`config.mk`:
```
export PLATFORM = sky130hd
export DESIGN_NAME = averaged_temperature_to_decimal_flat
export DESIGN_NICKNAME = d
export VERILOG_FILES = /design/src/design/atd_pkg.sv /design/src/design/atd_if.sv /design/src/design/atd_div.sv /design/src/design/averaged_temperature_to_decimal.sv /design/src/flat_wrapper.sv
export SDC_FILE = /design/constraint.sdc
export NUM_CORES = 1
export LEC_CHECK = 0
export ABC_AREA = 0
export BUFFER_PORTS_ARGS = -buffer_cell sky130_fd_sc_hd__buf_2
export CAP_MARGIN = 10
export CORE_ASPECT_RATIO = 0.9
export CORE_UTILIZATION = 45
export CTS_CLUSTER_DIAMETER = 200
export DETAILED_ROUTE_END_ITERATION = 8
export GPL_TIMING_DRIVEN = 0
export REMOVE_ABC_BUFFERS = 1
export SLEW_MARGIN = 20
export SYNTH_ARGS = -nofsm -noshare
export SYNTH_HDL_FRONTEND = slang
export SYNTH_SLANG_ARGS = --single-unit
```
`constraint.sdc`:
```
create_clock -name clk -period 8.65 [get_ports clk]
set_input_delay 2.1625 -clock clk [delete_from_list [all_inputs] [get_ports clk]]
set_output_delay 2.1625 -clock clk [all_outputs]
set_load 0.005 [all_outputs]
```
`src/design/atd_pkg.sv`:
```
// atd_pkg: shared constants and types for the averaged temperature block.
// Depends on nothing; used by the interfaces, the divider and the top level.
package atd_pkg;

  // Field widths fixed by the register map and the result format
  localparam int LEN_W      = 6;
  localparam int CAL_W      = 12;
  localparam int CFG_IDX_W  = 2;
  localparam int CFG_DATA_W = 12;
  localparam int TEMP_W     = 14;
  localparam int CHAR_W     = 6;
  localparam int BCD_W      = 16;
  localparam int BCD_CNT_W  = $clog2(TEMP_W + 1);
  localparam int DIV_STEP_W = 5;

  // Register indexes on the configuration channel
  localparam logic [CFG_IDX_W-1:0] REG_AVG_LEN = 2'd0;
  localparam logic [CFG_IDX_W-1:0] REG_CAL_30  = 2'd1;
  localparam logic [CFG_IDX_W-1:0] REG_CAL_110 = 2'd2;

  // Register reset values
  localparam logic [LEN_W-1:0] AVG_LEN_RST = 6'd1;
  localparam logic [CAL_W-1:0] CAL_30_RST  = 12'd1760;
  localparam logic [CAL_W-1:0] CAL_110_RST = 12'd1320;

  // Operation codes
  localparam logic OP_STORE  = 1'b0;
  localparam logic OP_REPORT = 1'b1;

  // Calibration arithmetic in hundredths of a degree
  localparam int SPAN_HUNDREDTHS  = 8000;
  localparam int BASE_HUNDREDTHS  = 3000;
  localparam int LIMIT_HUNDREDTHS = 10000;
  localparam logic [TEMP_W-1:0] TOP_HUNDREDTHS = 14'd9999;

  localparam logic [CHAR_W-1:0] ASCII_ZERO = 6'd48;

  // Control from the sequencer to the shared divider
  typedef struct packed {
    logic                  start;
    logic [DIV_STEP_W-1:0] steps;
  } div_ctrl_t;

endpackage

```
`src/design/atd_if.sv`:
```
// atd_if: valid/ready channel interfaces for request, result and register writes.
// Depends on atd_pkg for field widths.

interface atd_req_if #(
  parameter int SAMPLE_BITS = 12
) ();
  logic                   valid;
  logic                   ready;
  logic                   operation;
  logic [SAMPLE_BITS-1:0] sample_code;

  modport source (output valid, operation, sample_code, input ready);
  modport sink   (input valid, operation, sample_code, output ready);
endinterface

interface atd_rsp_if ();
  logic                          valid;
  logic                          ready;
  logic [atd_pkg::TEMP_W-1:0]    temp_hundredths;
  logic [atd_pkg::CHAR_W-1:0]    tens_char;
  logic [atd_pkg::CHAR_W-1:0]    units_char;
  logic [atd_pkg::CHAR_W-1:0]    tenths_char;
  logic [atd_pkg::CHAR_W-1:0]    hundredths_char;
  logic                          out_of_range;

  modport source (output valid, temp_hundredths, tens_char, units_char, tenths_char,
                  hundredths_char, out_of_range, input ready);
  modport sink   (input valid, temp_hundredths, tens_char, units_char, tenths_char,
                  hundredths_char, out_of_range, output ready);
endinterface

interface atd_cfg_if ();
  logic                             valid;
  logic                             ready;
  logic [atd_pkg::CFG_IDX_W-1:0]    index;
  logic [atd_pkg::CFG_DATA_W-1:0]   data;

  modport source (output valid, index, data, input ready);
  modport sink   (input valid, index, data, output ready);
endinterface

```
`src/design/atd_div.sv`:
```
// atd_div: shared restoring divider, one quotient bit per cycle.
// Depends on atd_pkg (div_ctrl_t). Caller guarantees rem_init < divisor.
module atd_div #(
  parameter int DIV_W = 12,
  parameter int QB    = 14
) (
  input  logic                 clk,
  input  logic                 rst,
  input  atd_pkg::div_ctrl_t   ctrl,
  input  logic [DIV_W-1:0]     rem_init,
  input  logic [DIV_W-1:0]     divisor,
  input  logic [QB-1:0]        low,
  output logic                 busy,
  output logic [QB-1:0]        quotient
);

  logic [DIV_W-1:0]               rem;
  logic [DIV_W-1:0]               dvs;
  logic [QB-1:0]                  qr;
  logic [atd_pkg::DIV_STEP_W-1:0] cnt;
  logic [DIV_W:0]                 trial;
  logic [DIV_W:0]                 trial_sub;
  logic                           fits;

  // Shift in the next dividend bit and try a subtract
  always_comb begin
    trial     = {rem, qr[QB-1]};
    trial_sub = trial - {1'b0, dvs};
    fits      = (trial >= {1'b0, dvs});
  end

  // Count the remaining steps
  always_ff @(posedge clk) begin
    if (rst) begin
      cnt <= '0;
    end else if (ctrl.start) begin
      cnt <= ctrl.steps;
    end else if (cnt != '0) begin
      cnt <= cnt - 1'b1;
    end
  end

  // Advance partial remainder and quotient
  always_ff @(posedge clk) begin
    if (ctrl.start) begin
      rem <= rem_init;
      dvs <= divisor;
      qr  <= low;
    end else if (cnt != '0) begin
      rem <= fits ? trial_sub[DIV_W-1:0] : trial[DIV_W-1:0];
      qr  <= {qr[QB-2:0], fits};
    end
  end

  assign busy     = (cnt != '0);
  assign quotient = qr;

endmodule

```
`src/design/averaged_temperature_to_decimal.sv`:
```
// averaged_temperature_to_decimal: sample ring, averaging, two-point calibration
// and decimal conversion. Depends on atd_pkg, atd_if and atd_div.
//
//   channel  dir  handshake         payload
//   req      in   valid / ready     operation, sample_code
//   rsp      out  valid / ready     temp_hundredths, four ASCII digits, out_of_range
//   cfg      in   valid / ready=1   index, data
//
// A store request is taken while idle and leaves the sequencer idle. A report
// request runs ring reads over the averaging length, the average divide, the
// calibration multiplies and the range compare, the temperature divide, binary
// to BCD conversion and a load of the output register. A clamped result skips
// the temperature divide; equal calibration points go straight to BCD.
// Reset is synchronous; it clears the write position, the ring valid bits and
// the output valid flag, returns the sequencer to idle and loads the register
// reset values. A finished result waits in the output register; store requests
// are still taken meanwhile, and a next report holds at its end until it drains.
module averaged_temperature_to_decimal #(
  parameter int RING_DEPTH  = 32,
  parameter int SAMPLE_BITS = 12
) (
  input  logic      clk,
  input  logic      rst,
  atd_req_if.sink   req,
  atd_rsp_if.source rsp,
  atd_cfg_if.sink   cfg
);

  localparam int AW     = $clog2(RING_DEPTH);
  localparam int NW     = $clog2(RING_DEPTH + 1);
  localparam int SUM_W  = SAMPLE_BITS + AW;
  localparam int OPW    = (SAMPLE_BITS >= atd_pkg::CAL_W) ? SAMPLE_BITS : atd_pkg::CAL_W;
  localparam int NUM_W  = OPW + atd_pkg::TEMP_W;
  localparam int NUM_SW = NUM_W + 1;
  localparam int DIV_W  = (OPW >= NW) ? OPW : NW;
  localparam int QB     = (SAMPLE_BITS >= atd_pkg::TEMP_W) ? SAMPLE_BITS : atd_pkg::TEMP_W;

  localparam logic [3:0] ST_IDLE      = 4'd0;
  localparam logic [3:0] ST_SUM       = 4'd1;
  localparam logic [3:0] ST_DIV1_GO   = 4'd2;
  localparam logic [3:0] ST_DIV1_WAIT = 4'd3;
  localparam logic [3:0] ST_MUL_A     = 4'd4;
  localparam logic [3:0] ST_MUL_B     = 4'd5;
  localparam logic [3:0] ST_MUL_C     = 4'd6;
  localparam logic [3:0] ST_CHECK     = 4'd7;
  localparam logic [3:0] ST_DIV2_GO   = 4'd8;
  localparam logic [3:0] ST_DIV2_WAIT = 4'd9;
  localparam logic [3:0] ST_BCD       = 4'd10;
  localparam logic [3:0] ST_DONE      = 4'd11;

  // Configuration registers
  logic [atd_pkg::LEN_W-1:0] avg_len;
  logic [atd_pkg::CAL_W-1:0] cal_30;
  logic [atd_pkg::CAL_W-1:0] cal_110;

  // Sequencer and ring state
  logic [3:0]             state;
  logic [AW-1:0]          wp;
  logic [AW-1:0]          wp_inc;
  logic [AW-1:0]          rd_ptr;
  logic [NW-1:0]          issue_left;
  logic [NW-1:0]          n_len;
  logic [NW-1:0]          n_eff;
  logic                   rd_pend;
  logic [RING_DEPTH-1:0]  ring_valid;
  logic [SAMPLE_BITS-1:0] ring [RING_DEPTH];
  logic [SAMPLE_BITS-1:0] rd_data;
  logic                   rd_data_valid;
  logic [SUM_W-1:0]       sum;

  // Arithmetic registers
  logic [NUM_SW-1:0]      acc;
  logic [NUM_W-1:0]       lim;
  logic [atd_pkg::TEMP_W-1:0]    temp;
  logic [atd_pkg::TEMP_W-1:0]    bin;
  logic [atd_pkg::BCD_W-1:0]     bcd;
  logic [atd_pkg::BCD_W-1:0]     bcd_adj;
  logic [atd_pkg::BCD_CNT_W-1:0] bcd_cnt;
  logic                          flag;

  // Output register
  logic                          out_valid;
  logic [atd_pkg::TEMP_W-1:0]    out_temp;
  logic [atd_pkg::BCD_W-1:0]     out_bcd;
  logic                          out_flag;

  // Divider hookup
  atd_pkg::div_ctrl_t div_ctrl;
  logic [DIV_W-1:0]   div_rem_init;
  logic [DIV_W-1:0]   div_divisor;
  logic [QB-1:0]      div_low;
  logic               div_busy;
  logic [QB-1:0]      div_q;

  // Calibration operands
  logic [OPW-1:0]    avg_w;
  logic [OPW-1:0]    c30_w;
  logic [OPW-1:0]    c110_w;
  logic              cal_neg;
  logic              cal_equal;
  logic [OPW-1:0]    sden;
  logic [OPW:0]      sdiff;
  logic [NUM_SW-1:0] sdiff_ext;

  logic req_fire;
  logic rsp_fire;
  logic out_free;

  assign req_fire = req.valid && req.ready;
  assign rsp_fire = out_valid && rsp.ready;
  assign out_free = !out_valid || rsp.ready;
  assign wp_inc   = (wp == AW'(RING_DEPTH - 1)) ? '0 : wp + 1'b1;

  // Clamp the averaging length into 1..RING_DEPTH
  always_comb begin
    priority if (avg_len == '0) begin
      n_eff = NW'(1);
    end else if (int'(avg_len) > RING_DEPTH) begin
      n_eff = NW'(RING_DEPTH);
    end else begin
      n_eff = NW'(avg_len);
    end
  end

  // Form calibration operands, ordered so the span is positive
  always_comb begin
    avg_w     = OPW'(div_q[SAMPLE_BITS-1:0]);
    c30_w     = OPW'(cal_30);
    c110_w    = OPW'(cal_110);
    cal_neg   = (cal_110 < cal_30);
    cal_equal = (cal_110 == cal_30);
    sden      = cal_neg ? (c30_w - c110_w) : (c110_w - c30_w);
    sdiff     = cal_neg ? ({1'b0, c30_w} - {1'b0, avg_w}) : ({1'b0, avg_w} - {1'b0, c30_w});
    sdiff_ext = {{(NUM_SW - OPW - 1){sdiff[OPW]}}, sdiff};
  end

  // Select divider operands for the average or the temperature
  always_comb begin
    div_ctrl.start = 1'b0;
    div_ctrl.steps = atd_pkg::DIV_STEP_W'(SAMPLE_BITS);
    div_rem_init   = DIV_W'(sum[SUM_W-1:SAMPLE_BITS]);
    div_divisor    = DIV_W'(n_len);
    div_low        = QB'(sum[SAMPLE_BITS-1:0]) << (QB - SAMPLE_BITS);
    if (state == ST_DIV1_GO) begin
      div_ctrl.start = 1'b1;
    end else if (state == ST_DIV2_GO) begin
      div_ctrl.start = 1'b1;
      div_ctrl.steps = atd_pkg::DIV_STEP_W'(atd_pkg::TEMP_W);
      div_rem_init   = DIV_W'(acc[NUM_W-1:atd_pkg::TEMP_W]);
      div_divisor    = DIV_W'(sden);
      div_low        = QB'(acc[atd_pkg::TEMP_W-1:0]) << (QB - atd_pkg::TEMP_W);
    end
  end

  atd_div #(
    .DIV_W (DIV_W),
    .QB    (QB)
  ) u_div (
    .clk      (clk),
    .rst      (rst),
    .ctrl     (div_ctrl),
    .rem_init (div_rem_init),
    .divisor  (div_divisor),
    .low      (div_low),
    .busy     (div_busy),
    .quotient (div_q)
  );

  // Add three to every BCD digit above four before the shift
  always_comb begin
    for (int i = 0; i < atd_pkg::BCD_W / 4; i++) begin
      bcd_adj[i*4 +: 4] = (bcd[i*4 +: 4] >= 4'd5) ? bcd[i*4 +: 4] + 4'd3 : bcd[i*4 +: 4];
    end
  end

  // Take register writes
  assign cfg.ready = 1'b1;

  always_ff @(posedge clk) begin
    if (rst) begin
      avg_len <= atd_pkg::AVG_LEN_RST;
      cal_30  <= atd_pkg::CAL_30_RST;
      cal_110 <= atd_pkg::CAL_110_RST;
    end else if (cfg.valid) begin
      unique case (cfg.index)
        atd_pkg::REG_AVG_LEN: avg_len <= cfg.data[atd_pkg::LEN_W-1:0];
        atd_pkg::REG_CAL_30:  cal_30  <= cfg.data[atd_pkg::CAL_W-1:0];
        atd_pkg::REG_CAL_110: cal_110 <= cfg.data[atd_pkg::CAL_W-1:0];
        default: ;
      endcase
    end
  end

  // Ring memory: write on a store request, registered read at the walk pointer
  always_ff @(posedge clk) begin
    if (req_fire && (req.operation == atd_pkg::OP_STORE)) begin
      ring[wp_inc] <= req.sample_code;
    end
    rd_data <= ring[rd_ptr];
  end

  // Sequencer and ring control
  always_ff @(posedge clk) begin
    if (rst) begin
      state         <= ST_IDLE;
      wp            <= '0;
      ring_valid    <= '0;
      rd_pend       <= 1'b0;
      rd_data_valid <= 1'b0;
      out_valid     <= 1'b0;
    end else begin
      rd_data_valid <= ring_valid[rd_ptr];
      // Hold the finished result until the sink takes it
      if ((state == ST_DONE) && out_free) begin
        out_valid <= 1'b1;
      end else if (rsp_fire) begin
        out_valid <= 1'b0;
      end
      unique case (state)
        ST_IDLE: begin
          if (req_fire) begin
            if (req.operation == atd_pkg::OP_STORE) begin
              wp                 <= wp_inc;
              ring_valid[wp_inc] <= 1'b1;
            end else if (cal_equal) begin
              state <= ST_BCD;
            end else begin
              state <= ST_SUM;
            end
          end
        end
        ST_SUM: begin
          rd_pend <= (issue_left != '0);
          if (issue_left == '0) begin
            state <= ST_DIV1_GO;
          end
        end
        ST_DIV1_GO:   state <= ST_DIV1_WAIT;
        ST_DIV1_WAIT: if (!div_busy) state <= ST_MUL_A;
        ST_MUL_A:     state <= ST_MUL_B;
        ST_MUL_B:     state <= ST_MUL_C;
        ST_MUL_C:     state <= ST_CHECK;
        ST_CHECK: begin
          if (acc[NUM_SW-1] || (acc[NUM_W-1:0] >= lim)) begin
            state <= ST_BCD;
          end else begin
            state <= ST_DIV2_GO;
          end
        end
        ST_DIV2_GO:   state <= ST_DIV2_WAIT;
        ST_DIV2_WAIT: if (!div_busy) state <= ST_BCD;
        ST_BCD:       if (bcd_cnt == atd_pkg::BCD_CNT_W'(1)) state <= ST_DONE;
        ST_DONE: begin
          if (out_free) begin
            state <= ST_IDLE;
          end
        end
        default: state <= ST_IDLE;
      endcase
    end
  end

  // Datapath: walk, accumulate, calibrate, clamp and convert
  always_ff @(posedge clk) begin
    unique case (state)
      ST_IDLE: begin
        rd_ptr     <= wp;
        issue_left <= n_eff;
        n_len      <= n_eff;
        sum        <= '0;
        temp       <= '0;
        bin        <= '0;
        bcd        <= '0;
        bcd_cnt    <= atd_pkg::BCD_CNT_W'(atd_pkg::TEMP_W);
        flag       <= cal_equal;
      end
      ST_SUM: begin
        if (issue_left != '0) begin
          issue_left <= issue_left - 1'b1;
          rd_ptr     <= (rd_ptr == '0) ? AW'(RING_DEPTH - 1) : rd_ptr - 1'b1;
        end
        if (rd_pend && rd_data_valid) begin
          sum <= sum + SUM_W'(rd_data);
        end
      end
      ST_MUL_A: acc <= NUM_SW'(sdiff_ext * NUM_SW'(atd_pkg::SPAN_HUNDREDTHS));
      ST_MUL_B: acc <= acc + NUM_SW'(NUM_SW'(sden) * NUM_SW'(atd_pkg::BASE_HUNDREDTHS));
      ST_MUL_C: lim <= NUM_W'(NUM_W'(sden) * NUM_W'(atd_pkg::LIMIT_HUNDREDTHS));
      ST_CHECK: begin
        if (acc[NUM_SW-1]) begin
          flag <= 1'b1;
        end else if (acc[NUM_W-1:0] >= lim) begin
          temp <= atd_pkg::TOP_HUNDREDTHS;
          bin  <= atd_pkg::TOP_HUNDREDTHS;
          flag <= 1'b1;
        end
      end
      ST_DIV2_WAIT: begin
        temp <= div_q[atd_pkg::TEMP_W-1:0];
        bin  <= div_q[atd_pkg::TEMP_W-1:0];
      end
      ST_BCD: begin
        bcd     <= {bcd_adj[atd_pkg::BCD_W-2:0], bin[atd_pkg::TEMP_W-1]};
        bin     <= {bin[atd_pkg::TEMP_W-2:0], 1'b0};
        bcd_cnt <= bcd_cnt - 1'b1;
      end
      default: ;
    endcase
  end

  // Load the output register
  always_ff @(posedge clk) begin
    if ((state == ST_DONE) && out_free) begin
      out_temp <= temp;
      out_bcd  <= bcd;
      out_flag <= flag;
    end
  end

  assign req.ready           = (state == ST_IDLE);
  assign rsp.valid           = out_valid;
  assign rsp.temp_hundredths = out_temp;
  assign rsp.tens_char       = atd_pkg::ASCII_ZERO + atd_pkg::CHAR_W'(out_bcd[15:12]);
  assign rsp.units_char      = atd_pkg::ASCII_ZERO + atd_pkg::CHAR_W'(out_bcd[11:8]);
  assign rsp.tenths_char     = atd_pkg::ASCII_ZERO + atd_pkg::CHAR_W'(out_bcd[7:4]);
  assign rsp.hundredths_char = atd_pkg::ASCII_ZERO + atd_pkg::CHAR_W'(out_bcd[3:0]);
  assign rsp.out_of_range    = out_flag;

endmodule
```
`src/flat_wrapper.sv`:
```
// flat-port wrapper written by rule: the top's interface ports become plain ports
module averaged_temperature_to_decimal_flat 
#(
  parameter int RING_DEPTH  = 32,
  parameter int SAMPLE_BITS = 12
)
  (clk, rst, req_valid, req_operation, req_sample_code, req_ready, rsp_valid, rsp_temp_hundredths, rsp_tens_char, rsp_units_char, rsp_tenths_char, rsp_hundredths_char, rsp_out_of_range, rsp_ready, cfg_valid, cfg_index, cfg_data, cfg_ready);
  atd_req_if #(.SAMPLE_BITS(SAMPLE_BITS)) req_i ();
  atd_rsp_if rsp_i ();
  atd_cfg_if cfg_i ();
  input  logic clk;
  input  logic rst;
  input wire logic [$bits(req_i.valid)-1:0] req_valid;
  input wire logic [$bits(req_i.operation)-1:0] req_operation;
  input wire logic [$bits(req_i.sample_code)-1:0] req_sample_code;
  output wire logic [$bits(req_i.ready)-1:0] req_ready;
  output wire logic [$bits(rsp_i.valid)-1:0] rsp_valid;
  output wire logic [$bits(rsp_i.temp_hundredths)-1:0] rsp_temp_hundredths;
  output wire logic [$bits(rsp_i.tens_char)-1:0] rsp_tens_char;
  output wire logic [$bits(rsp_i.units_char)-1:0] rsp_units_char;
  output wire logic [$bits(rsp_i.tenths_char)-1:0] rsp_tenths_char;
  output wire logic [$bits(rsp_i.hundredths_char)-1:0] rsp_hundredths_char;
  output wire logic [$bits(rsp_i.out_of_range)-1:0] rsp_out_of_range;
  input wire logic [$bits(rsp_i.ready)-1:0] rsp_ready;
  input wire logic [$bits(cfg_i.valid)-1:0] cfg_valid;
  input wire logic [$bits(cfg_i.index)-1:0] cfg_index;
  input wire logic [$bits(cfg_i.data)-1:0] cfg_data;
  output wire logic [$bits(cfg_i.ready)-1:0] cfg_ready;
  assign req_i.valid = req_valid;
  assign req_i.operation = req_operation;
  assign req_i.sample_code = req_sample_code;
  assign req_ready = req_i.ready;
  assign rsp_valid = rsp_i.valid;
  assign rsp_temp_hundredths = rsp_i.temp_hundredths;
  assign rsp_tens_char = rsp_i.tens_char;
  assign rsp_units_char = rsp_i.units_char;
  assign rsp_tenths_char = rsp_i.tenths_char;
  assign rsp_hundredths_char = rsp_i.hundredths_char;
  assign rsp_out_of_range = rsp_i.out_of_range;
  assign rsp_i.ready = rsp_ready;
  assign cfg_i.valid = cfg_valid;
  assign cfg_i.index = cfg_index;
  assign cfg_i.data = cfg_data;
  assign cfg_ready = cfg_i.ready;
  averaged_temperature_to_decimal #(.RING_DEPTH(RING_DEPTH), .SAMPLE_BITS(SAMPLE_BITS)) u_core (.clk(clk), .rst(rst), .req(req_i), .rsp(rsp_i), .cfg(cfg_i));
endmodule
```
==> impl_metrics.tcl, run 1 <==
set metrics [dict create \
    cpMaxStageDelayCell "fa_1" \
    slew_violations 0 \
    drt-total-wl_um 86800 \
    syn_inst 2854 \
    cts.sinks 673 \
    crit_path_frequent_cell "inv_1" \
    chipWidth_um 304 \
    grt_pass1_vias 22665 \
    crit_family "adder cells" \
    htreeDepth 3 \
    globalplace.congestion 0.869 \
    core_area_um2 81100 \
    path_clk_slew_ps 60 \
    io_pins 74 \
    drc 0 \
    cp-startpoint "u_core.c110_w[0]" \
    cp_slowest_stage_delay_ps 570 \
    stdcell_area_um2 42400 \
    cts-root-buf "clkbuf_16" \
    die_y_um 274 \
    num_rows 99 \
    cts_buffers 70 \
    worstPathRequired_ps 8960 \
    grt_pass1_wl_um 132000 \
    crit_path_max_fanout 6 \
    wl_per_cell_um 21.0 \
    rr_startpoint "u_core.c110_w[0]" \
    maxCapViolCount 0 \
    cts_buffer_depth 3 \
    layout.nets 3450 \
    cts_tree "yes" \
    start_util 0.454 \
    hp-start "u_core.temp[11]" \
    fin_crit_sh 0.970 \
    port_buffers 64 \
    crit_type "flip-flop to flip-flop" \
    setup_viol 0 \
    status "completed" \
    end_kind "flip-flop" \
    setup_tns_ps 0 \
    synth_top_cell_area_share 0.474 \
    place_area_um2 39400 \
    finalCriticalPeriod_ps 8390 \
    vias 22630 \
    antenna_left 0 \
    yosys_warnings 0 \
    synthTopCellsByArea "edfxtp_1 47%, ha_1 9.6%, mux4_2 7.9%" \
    dpl.hpwl_um 64100 \
    async_reset_ff_frac 0 \
    drt_first_pass_iters 5 \
    hp-class "flip-flop to flip-flop" \
    yosys_most_used_dff "edfxtp_1" \
    drive_gt1_frac 0.182 \
    relSlewSlack 0.278 \
    tightest_slew_ps 1080 \
    grt_use_total 0.208 \
    worst_clock_skew_ps 41.4 \
    vias_per_cell 5.46 \
    max_freq_mhz 119 \
    grt_max_degree 67 \
    crit_arrival_ps 8690 \
    clk-insertion-delay-late_ps 630 \
    avgSynthCellArea_um2 12.9 \
    yosysUniqueCellTypes 77 \
    ys_ff_latch 673 \
    fill_cells 6758 \
    num_antenna_cells 0 \
    grt_antenna_before_repair 1 \
    grt_overflow 0 \
    synthesis.area_um2 36900 \
    finalHoldViolations 0 \
    synth_edf_count 582 \
    whs_ps 414 \
    cp-start-kind "flip-flop" \
    critPathBufInv 10 \
    synth_area_leader_cell "edfxtp_1" \
    yosysSeqAreaShare 0.523 \
    area_growth_pct 15.1 \
    dieArea_um2 83100 \
    first_iter_violations 1740 \
]
## repair_timing
action                     in CTS  in global routing
hold buffers                    0                  0
buffers inserted               17                 34
resized for setup              31                 45
setup endpoints to repair       9                  8
pin swaps                      10                 35
## kinds of logic (layout without fill, tap and decap cells)
family,count (synthesis),in the layout,synth area share
simple gates,591,591,0.0733
xor+xnor,139,139,0.0334
fa+ha+maj,391,391,0.154
mux,170,170,0.0910
compound gates,453,453,0.0783
other cells,1,9,0.000102
buf+inv,436,658,0.0461
flops,673,673,0.523
## synth_stat cells (all sizes together) (65+ instances only)
cell	n
a21oi	142
clkbuf	65
dfxtp	91
edfxtp	582
fa	107
ha	284
inv	341
mux4	130
nand2	135
nor2	245
o21ai	106
xnor2	84
## cell usage in the layout, fill, tap and decap left out, drive strengths merged, types with 7 or more instances in the layout
cell	n
o21bai	7
nor2b	30
nor3	35
a31oi	16
a22oi	16
fa	107
o21ai	106
and3	12
edfxtp	582
a211oi	14
nand2	135
nand4	10
a221oi	7
mux2	19
or3	10
o211ai	9
buf	188
inv	340
nand3	36
o21a	11
nand2b	25
mux4	130
a21oi	142
xnor2	84
mux2i	21
clkbuf	104
and2	21
dfxtp	91
nand3b	9
conb	9
a21o	61
clkinv	17
xor2	55
nor2	245
or2	7
a211o	13
ha	284
## sequential cells by signal, summed over array words and instances (netlist names), 4 cells and up
name / cells
u_core.rd_data: 12
u_core.c30_w: 12
u_core.u_div.cnt: 5
u_core.bcd_cnt: 4
u_core.avg_len: 6
u_core.out_bcd: 16
u_core.issue_left: 6
u_core.rd_ptr: 5
u_core.state: 4
u_core.wp: 5
u_core.c110_w: 12
u_core.ring: 384
u_core.sum: 17
u_core.n_len: 6
u_core.u_div.quotient: 14
u_core.bin: 14
u_core.acc: 24
u_core.rsp.temp_hundredths: 14
u_core.temp: 14
u_core.u_div.rem: 12
u_core.bcd: 16
u_core.u_div.dvs: 12
u_core.ring_valid: 32
u_core.lim: 22
## path summary, 6_finish.rpt
path | end | slack (ps) | depth (start not counted)
max | u_core.acc[25] | 260 | 39
min | u_core.rsp.temp_hundredths[11] | 410 | 0
min reg2reg | u_core.rsp.temp_hundredths[11] | 410 | 0
max reg2reg | u_core.acc[25] | 260 | 39
## through the flow
stage               cells   util  worst slack [ps]
finish               4144  0.523               262
global route         4144  0.523             -97.9
CTS                  4110  0.517              13.0
detailed placement   3964  0.485             -1210
global placement     3891  0.470             -3260
floorplan            2767      -              -763
## metal layers
metal	GRT usage	vias up	routed length, µm
met5	0	-	0
met4	0.0672	0	2450
met3	0.0283	131	3630
met2	0.353	528	42500
met1	0.278	11352	38300
li1	-	10619	-
## final cells by class
type | instances | area (µm²) | area share
clock inverter | 25 | 289 | 0.00681
tap | 1060 | 1330 | 0.0312
inverter | 341 | 1290 | 0.0304
multi-input combinational | 1753 | 16400 | 0.388
sequential | 673 | 19300 | 0.455
timing repair buffer | 188 | 1800 | 0.0423
clock buffer | 104 | 1980 | 0.0467
Power of run 1 is left out: the tool's default activity adds up to more than one toggle a clock period on the data nets, which glitch-free logic cannot reach.
==> run 2, diff against run 1 <==
--- a/config.mk
+++ b/config.mk
@@ -6,14 +6,13 @@
 export NUM_CORES = 1
 export LEC_CHECK = 0
 export ABC_AREA = 0
-export BUFFER_PORTS_ARGS = -buffer_cell sky130_fd_sc_hd__buf_2
+export BUFFER_PORTS_ARGS = -buffer_cell sky130_fd_sc_hd__buf_4
 export CAP_MARGIN = 10
 export CORE_ASPECT_RATIO = 0.9
 export CORE_UTILIZATION = 45
 export CTS_CLUSTER_DIAMETER = 200
 export DETAILED_ROUTE_END_ITERATION = 8
 export GPL_TIMING_DRIVEN = 0
-export REMOVE_ABC_BUFFERS = 1
 export SLEW_MARGIN = 20
 export SYNTH_ARGS = -nofsm -noshare
 export SYNTH_HDL_FRONTEND = slang
==> run 2 against run 1 <==
  * Routed wire length up 7.3%
  * Via count increased by 2.0%
  * Maximum frequency decreased by 0.56%
  * Clock skew decreased by 24 ps
  * Final cell count grew 0.58%
  * Non-clock buffer count increased by 26
  * Global-route usage increased by 1.8 points
  * Die area unchanged
==> impl_metrics.tcl, run 2 (synthesis results as in run 1) <==
set metrics [dict create \
    max_flop_register "u_core.ring" \
    vias 23088 \
    io_pins 74 \
    vias_per_cell 5.54 \
    drt-total-wl_um 93200 \
    max_freq_mhz 119 \
    cts_buffers 69 \
    start_util 0.454 \
    cts_tree "yes" \
    top_regs "u_core.ring: 384 flops, u_core.ring_valid: 32 flops, u_core.acc: 24 flops" \
    path_clk_slew_ps 60 \
    register_area_um2 19300 \
    grt_pass1_vias 23562 \
    cpMaxStageDelayCell "fa_1" \
    cts_hold_buf 0 \
    grt_overflow 0 \
    status "completed" \
    num_rows 99 \
    setup_viol 0 \
    grt_pass1_wl_um 142000 \
    post-place-cells 4002 \
    port_buffers 63 \
    hp-class "flip-flop to flip-flop" \
    area_growth_pct 14.0 \
    grt_antenna_before_repair 2 \
    cp-start-kind "flip-flop" \
    tightest_slew_ps 1050 \
    worstPathRequired_ps 9000 \
    maxCapViolCount 0 \
    clk-insertion-delay-late_ps 630 \
    finalCriticalPeriod_ps 8430 \
    antenna_left 0 \
    drt_first_pass_iters 5 \
    instances_no_fill 4168 \
    dpl.hpwl_um 68800 \
    cts_buffer_depth 3 \
    dieArea_um2 83100 \
    grt_use_total 0.226 \
    core_area_um2 81100 \
    multi_input_area_um2 16400 \
    grt_max_degree 33 \
    htreeDepth 3 \
    slew_violations 0 \
    drive_gt1_frac 0.167 \
    fill_cells 6845 \
    worst_clock_skew_ps 17.8 \
    finalHoldViolations 0 \
    fin_crit_sh 0.975 \
    final_cell_mix "582 x edfxtp_1, 335 x inv_1, 274 x ha_1, 211 x nor2_1, 134 x a21oi_1" \
    crit_type "flip-flop to flip-flop" \
    setup_tns_ps 0 \
    whs_ps 417 \
    cp_slowest_stage_delay_ps 540 \
    cts-root-buf "clkbuf_16" \
    crit_arrival_ps 8780 \
    num_antenna_cells 0 \
    drc 0 \
    final_common_cell "edfxtp_1" \
    largest_reg_flops 384 \
    die_y_um 274 \
    relSlewSlack 0.297 \
    end_kind "flip-flop" \
    crit_path_frequent_cell "inv_1" \
    globalplace.congestion 0.907 \
    first_iter_violations 1592 \
    chipWidth_um 304 \
    layout.nets 3475 \
    finalCoreUtilization 0.518 \
    cts.sinks 673 \
    wl_per_cell_um 22.4 \
    crit_path_max_fanout 9 \
]
[run 2: path summary, 6_finish.rpt]
path / from / end / slack, ps / depth (start not counted)
min: u_core.temp[13] / u_core.rsp.temp_hundredths[13] / 420 / 0
min reg2reg: u_core.temp[13] / u_core.rsp.temp_hundredths[13] / 420 / 0
max reg2reg: u_core.c110_w[9] / u_core.acc[25] / 220 / 38
max: u_core.c110_w[9] / u_core.acc[25] / 220 / 38
[run 2: metal layers]
layer | vias up | wire length [µm] | global-route usage
li1 | 10673 | - | -
met1 | 11627 | 41300 | 0.306
met2 | 627 | 43900 | 0.370
met3 | 159 | 4680 | 0.0388
met4 | 2 | 3280 | 0.0767
met5 | - | 14 | 0
[run 2: worst max-delay path, delay by kind of cell (launching register included)]
| family | cells | cell delay, ps |
|---|---|---|
| AOI/OAI and AO/OA | 10 | 1900 |
| xor gates and xnor gates | 3 | 740 |
| adders and majority gates | 7 | 2940 |
| buffers and inverters | 9 | 1020 |
| DFF | 1 | 370 |
| muxes | 1 | 80 |
| and+or+nand+nor | 8 | 1100 |
[run 2: area by class of cell]
cell class              count  area share
clock buffers              89      0.0441
clock inverters            38     0.00866
inverters                 341      0.0308
flip-flops and latches    673       0.460
well taps                1060      0.0316
repair buffers            120      0.0243
multi-input cells        1753       0.390
plain buffers              94      0.0110
[run 2: what timing repair did]
| item | CTS | global route |
|---|---|---|
| gates resized for setup | 44 | 51 |
| setup endpoints to repair | 12 | 8 |
| pin swaps | 10 | 24 |
| setup buffers | 15 | 25 |
[run 2: stage by stage]
step,worst slack (ps),cell area (µm²)
2_1_floorplan,123,36900
3_3_place_gp,-1640,38700
3_5_place_dp,-1760,39100
4_1_cts,9.74,41600
5_1_grt,-37.5,42000
6_report,215,42000
Power of run 2 is left out for the same reason.
